## src/hdl/pvt_pkg.sv

```systemverilog
// ----------------------------------------------------------------------------
// pvt_pkg
// Shared types, codes and helpers of the page validity tracker: action
// codes, controller states, the command and status groups between the
// controller and the datapath, and the byte population count.
// ----------------------------------------------------------------------------
package pvt_pkg;

  localparam int ACTION_W = 2;
  localparam int FLASH_W  = 4;
  localparam int PLANE_W  = 3;
  localparam int BLOCK_W  = 12;
  localparam int PAGE_W   = 6;
  localparam int TYPE_W   = 3;
  localparam int COUNT_W  = 7;
  localparam int GROUP_W  = 8;
  localparam int GCNT_W   = 4;

  typedef enum logic [ACTION_W-1:0] {
    ACT_MARK_VALID   = 2'd0,
    ACT_MARK_INVALID = 2'd1,
    ACT_SET_TYPE     = 2'd2,
    ACT_COUNT        = 2'd3
  } action_t;

  typedef enum logic [1:0] {
    ST_CLEAR,
    ST_IDLE,
    ST_MODIFY,
    ST_SUM
  } state_t;

  typedef struct packed {
    logic accept;
    logic clear_wr;
    logic write_back;
    logic latch_part;
    logic load_out;
    logic load_sum;
  } cmd_t;

  typedef struct packed {
    logic bad;
    logic is_count;
    logic clear_last;
  } sts_t;

  localparam logic STATUS_OK  = 1'b0;
  localparam logic STATUS_BAD = 1'b1;

  function automatic logic [GCNT_W-1:0] popcount8(input logic [GROUP_W-1:0] v);
    logic [GCNT_W-1:0] n;
    n = '0;
    for (int i = 0; i < GROUP_W; i++) begin
      n = n + GCNT_W'(v[i]);
    end
    return n;
  endfunction

endpackage

```

## src/hdl/pvt_ctrl.sv

```systemverilog
// ----------------------------------------------------------------------------
// pvt_ctrl
// Controller of the page validity tracker: sequences the clearing pass,
// request acceptance, read-modify-write and result hand-off.
// ----------------------------------------------------------------------------
module pvt_ctrl (
  input  logic          clk,
  input  logic          rst,
  input  logic          in_valid,
  output logic          in_stall,
  output logic          out_valid,
  input  logic          out_stall,
  input  pvt_pkg::sts_t sts,
  output pvt_pkg::cmd_t cmd
);

  pvt_pkg::state_t state, state_next;
  logic            out_valid_next;
  logic            out_free;

  assign out_free = !out_valid || !out_stall;
  assign in_stall = (state != pvt_pkg::ST_IDLE);

  always_ff @(posedge clk) begin
    if (rst) begin
      state     <= pvt_pkg::ST_CLEAR;
      out_valid <= 1'b0;
    end else begin
      state     <= state_next;
      out_valid <= out_valid_next;
    end
  end

  always_comb begin
    state_next = state;
    cmd        = '0;
    case (state)
      pvt_pkg::ST_CLEAR: begin
        cmd.clear_wr = 1'b1;
        if (sts.clear_last) begin
          state_next = pvt_pkg::ST_IDLE;
        end
      end
      pvt_pkg::ST_IDLE: begin
        if (in_valid) begin
          cmd.accept = 1'b1;
          state_next = pvt_pkg::ST_MODIFY;
        end
      end
      pvt_pkg::ST_MODIFY: begin
        if (sts.is_count && !sts.bad) begin
          cmd.latch_part = 1'b1;
          state_next     = pvt_pkg::ST_SUM;
        end else if (out_free) begin
          cmd.write_back = !sts.bad;
          cmd.load_out   = 1'b1;
          state_next     = pvt_pkg::ST_IDLE;
        end
      end
      pvt_pkg::ST_SUM: begin
        if (out_free) begin
          cmd.load_sum = 1'b1;
          state_next   = pvt_pkg::ST_IDLE;
        end
      end
      default: begin
        state_next = pvt_pkg::ST_CLEAR;
      end
    endcase
  end

  always_comb begin
    if (cmd.load_out || cmd.load_sum) begin
      out_valid_next = 1'b1;
    end else if (!out_stall) begin
      out_valid_next = 1'b0;
    end else begin
      out_valid_next = out_valid;
    end
  end

endmodule

```

## config.mk

```make
export PLATFORM = sky130hd
export DESIGN_NAME = pvt_ctrl
export DESIGN_NICKNAME = d
export VERILOG_FILES = /design/src/hdl/pvt_pkg.sv /design/src/hdl/pvt_ctrl.sv
export SDC_FILE = /design/constraint.sdc
export NUM_CORES = 1
export LEC_CHECK = 0
export BUFFER_PORTS_ARGS = -buffer_cell sky130_fd_sc_hd__buf_4
export CAP_MARGIN = 20
export CORE_AREA = 2 2 39 41
export CTS_CLUSTER_DIAMETER = 100
export DETAILED_ROUTE_END_ITERATION = 6
export DIE_AREA = 0 0 41 43
export GPL_TIMING_DRIVEN = 0
export PLACE_DENSITY_LB_ADDON = 0.3
export SETUP_SLACK_MARGIN = 0.1
export SLEW_MARGIN = 20
export SYNTH_ARGS = -nofsm -noshare
export SYNTH_HDL_FRONTEND = slang
export SYNTH_SLANG_ARGS = --single-unit
export TNS_END_PERCENT = 10
```

## constraint.sdc

```tcl
create_clock -name clk -period 1.31 [get_ports clk]
set_input_delay 0.131 -clock clk [delete_from_list [all_inputs] [get_ports clk]]
set_output_delay 0.131 -clock clk [all_outputs]
set_load 0.02 [all_outputs]
```

==> results by group <==
Power and ir drop
  • Worst-case vdd ir drop: 0.381 mV
  • Power per standard cell area: 986 nW/um^2
  • Lkg Pwr: 0.181 nW

Critical path
  • Buf+Inv Stages, Crit Path: 1
  • Endpoint required time on the critical path: 1180 ps
  • Most used cell, CP: nand2b_4
  • RR Endpoint: state[1]
  • Number of cells on the critical path: 4
  • Worst setup path start: state[0]
  • Family of cells with the greatest summed delay on the critical path: simple AND/OR/NAND/NOR gates
  • Worst setup EP type: output pin
  • Register-to-register setup slack: 80 ps
  • FF-to-FF Start: state[0]
  • Worst setup path class: register to output pin
  • Max stage delay on crit path: 340 ps
  • Cells along the critical path: nand2b_4 > nand2b_4 > nor3_4 > buf_6
  • Data arrival time of the critical path: 1110 ps
  • Worst Reg2Reg Path Length in Cells: 3
  • Worst setup endpoint: cmd[3]
  • Kind of start point of the critical path: register
  • Worst Path Max Fanout: 3
  • Standard cell with the maximum stage delay on the critical path: dfxtp_4

STA
  • Final Hold Fails: 0
  • Clock skew: 0.469 ps
  • Setup repair after global routing missed its margin: true
  • Final critical-path required period: 1240 ps
  • Final setup violation count: 0
  • Maximum achievable frequency: 808 MHz
  • Slew Limit Headroom: 84.6%
  • Setup Total Neg Slack: 0 ps
  • Crit share post-route: 94.5%
  • Final max-slew violation count: 0
  • Tightest Pin Transition: 230 ps
  • Post-route worst hold slack: 63.4 ps

Clock tree
  • H-tree depth reported by CTS: 1
  • Clock transition time at the flip-flop clock pins of the worst setup and hold paths: 40 ps
  • Clock tree from TritonCTS: done
  • Buffer depth of the longest clock path: 2
  • CTS root buf: clkbuf_4
  • Number of clock sinks: 3
  • Clock latency on the worst-skew pair: 230 ps
  • TritonCTS buffer count: 3

Route
  • Pre-Repair DR Iteration Count: 1
  • Number of violations reported at the end of detailed-routing iteration 0: 0
  • Final wirelength: 526 um
  • Via count of the routed design: 233
  • Wire per inst: 8.77 um
  • Number of routed nets with antenna violations: 0
  • Average vias per placed instance: 3.88
  • Drt drc: 0

Synthesis
  • Net Count, Synth: 31
  • Count of unique library cells instantiated by Yosys: 13
  • Register bit total from synthesis: 3
  • Number of synthesized flops with an enable pin: 0
  • Ys Warns: 0
  • Area share of the largest cell type after synthesis: 33.3%
  • Most frequently used flop master after synthesis: dfxtp_1
  • Cell area after technology mapping: 180 um^2
  • Proportion of synthesized chip area in sequential cells: 33.3%
  • Synth Instances: 24
  • Mapped Avg Cell Area: 7.51 um^2
  • Async set-reset flop share out of synthesis: 0%
  • Cell type contributing the most total cell area after synthesis: dfxtp_1
  • Leading cell types by total area after synthesis: dfxtp_1 (33%), nand2b_1 (14%), a21oi_1 (8.3%)

Final layout
  • Final net count: 52
  • Area growth from synthesis to layout: 113%
  • Share of post-route cells with drive strength above 1: 54.5%
  • Final Util: 27.8%
  • Finished Cell Area: 384 um^2
  • Post-route non-filler standard cell count: 60
  • Ant diodes: 0
  • Commonest cells after routing, fill and taps aside: buf_4 (15), nor2_1 (3), a21oi_1 (3), clkbuf_4 (3)
  • Most common cell after layout, fill and taps aside: buf_4

Placed design
  • Placed instance area: 310 um^2
  • Port-buffer cells: 14
  • Detailed Place HPWL: 374 um
  • Final weighted congestion of routability-driven global placement: 0.682
  • Count of placed standard cells including taps: 54

Floorplanning
  • Core area: 1380 um^2
  • Area of the die: 1760 um^2
  • Io pins: 15
  • Effective utilization at floorplan: 13.0%
  • Die boundary height: 43 um
  • Count of standard-cell rows: 14
  • Die W: 41 um

Min path
  • Worst Hold Class: input pin to register
  • Hold Startpoint: rst

GRT
  • GRT overflow: 0
  • Wire length of the first global-routing pass: 800 um
  • Maximum number of pins on one net before global-route repair: 9
  • Via count of the first global-routing pass: 208
  • Global Route Usage Sum: 7.02%
  • Initial antenna violation count: 0

Run
  • Reported max-cap violation count: 0

Outcome
  • Run status: completed
[how the worst min path moves through the flow]
| stage | to | slack, ps | cells past startpoint |
|---|---|---|---|
| 5_1_grt | state[1] | 60 | 2 |
| 3_3_place_gp | state[0] | 320 | 2 |
| 3_5_place_dp | out_valid | 310 | 2 |
| 4_1_cts | state[0] | 50 | 2 |
| 6_report | state[0] | 60 | 2 |
| 2_1_floorplan | out_valid | 200 | 1 |
[registers in the layout, summed over array words and instances (netlist names)]
signal	count
state	2
out_valid	1
[per-stage QoR]
stage	power, W	setup slack, ps
2_1_floorplan	0.000155	155
3_3_place_gp	0.000201	167
3_5_place_dp	0.000201	165
4_1_cts	0.000389	52.6
5_1_grt	0.000409	0.766
6_report	0.000379	72.1
[layout make-up]
cell class | instances | area, um^2
multi-input cells | 20 | 143
flip-flops and latches | 3 | 67.6
well taps | 16 | 20.0
fillers | 156 | 1000
clock buffers | 4 | 26.3
inverters | 1 | 3.75
repair buffers | 16 | 124
[Yosys cell counts (all sizes together) (2+ instances only)]
master and count:
nor2 3, dfxtp 3, nand2b 4, nor2b 2, a21oi 3, nand2 2
[routing by layer]
metal	global-route usage [%]	up-vias	share of wire, %
met4	8.00	0	0
met5	0	-	0
met3	2.09	0	8.6
met1	8.33	100	43
met2	8.75	9	48
li1	-	124	-
[kinds of logic (layout without fill, tap and decap cells)]
kind of cell           Yosys count  after routing  share of synthesized area (%)
AO/OA/AOI/OAI                    5              5                           18.1
flip-flops                       3              3                           33.3
AND/OR/NAND/NOR                 15             15                           46.5
buffers and inverters            1             21                           2.08
[repair_timing]
action / CTS / global route
hold buffers: 0 / 0
hold endpoints to repair: 0 / 0
setup buffers: 2 / 0
gates resized for setup: 5 / 3
setup endpoints to repair: 3 / 6
[report_power, final]
part | leakage, nW | total (W) | internal, W | switching (W)
Combinational | 0.140 | 0.000110 | 0.0000580 | 0.0000516
Clock | 0.0150 | 0.000161 | 0.000114 | 0.0000471
Sequential | 0.0259 | 0.000108 | 0.0000988 | 0.00000918
Note: power is estimated with default switching activity, not from simulation.
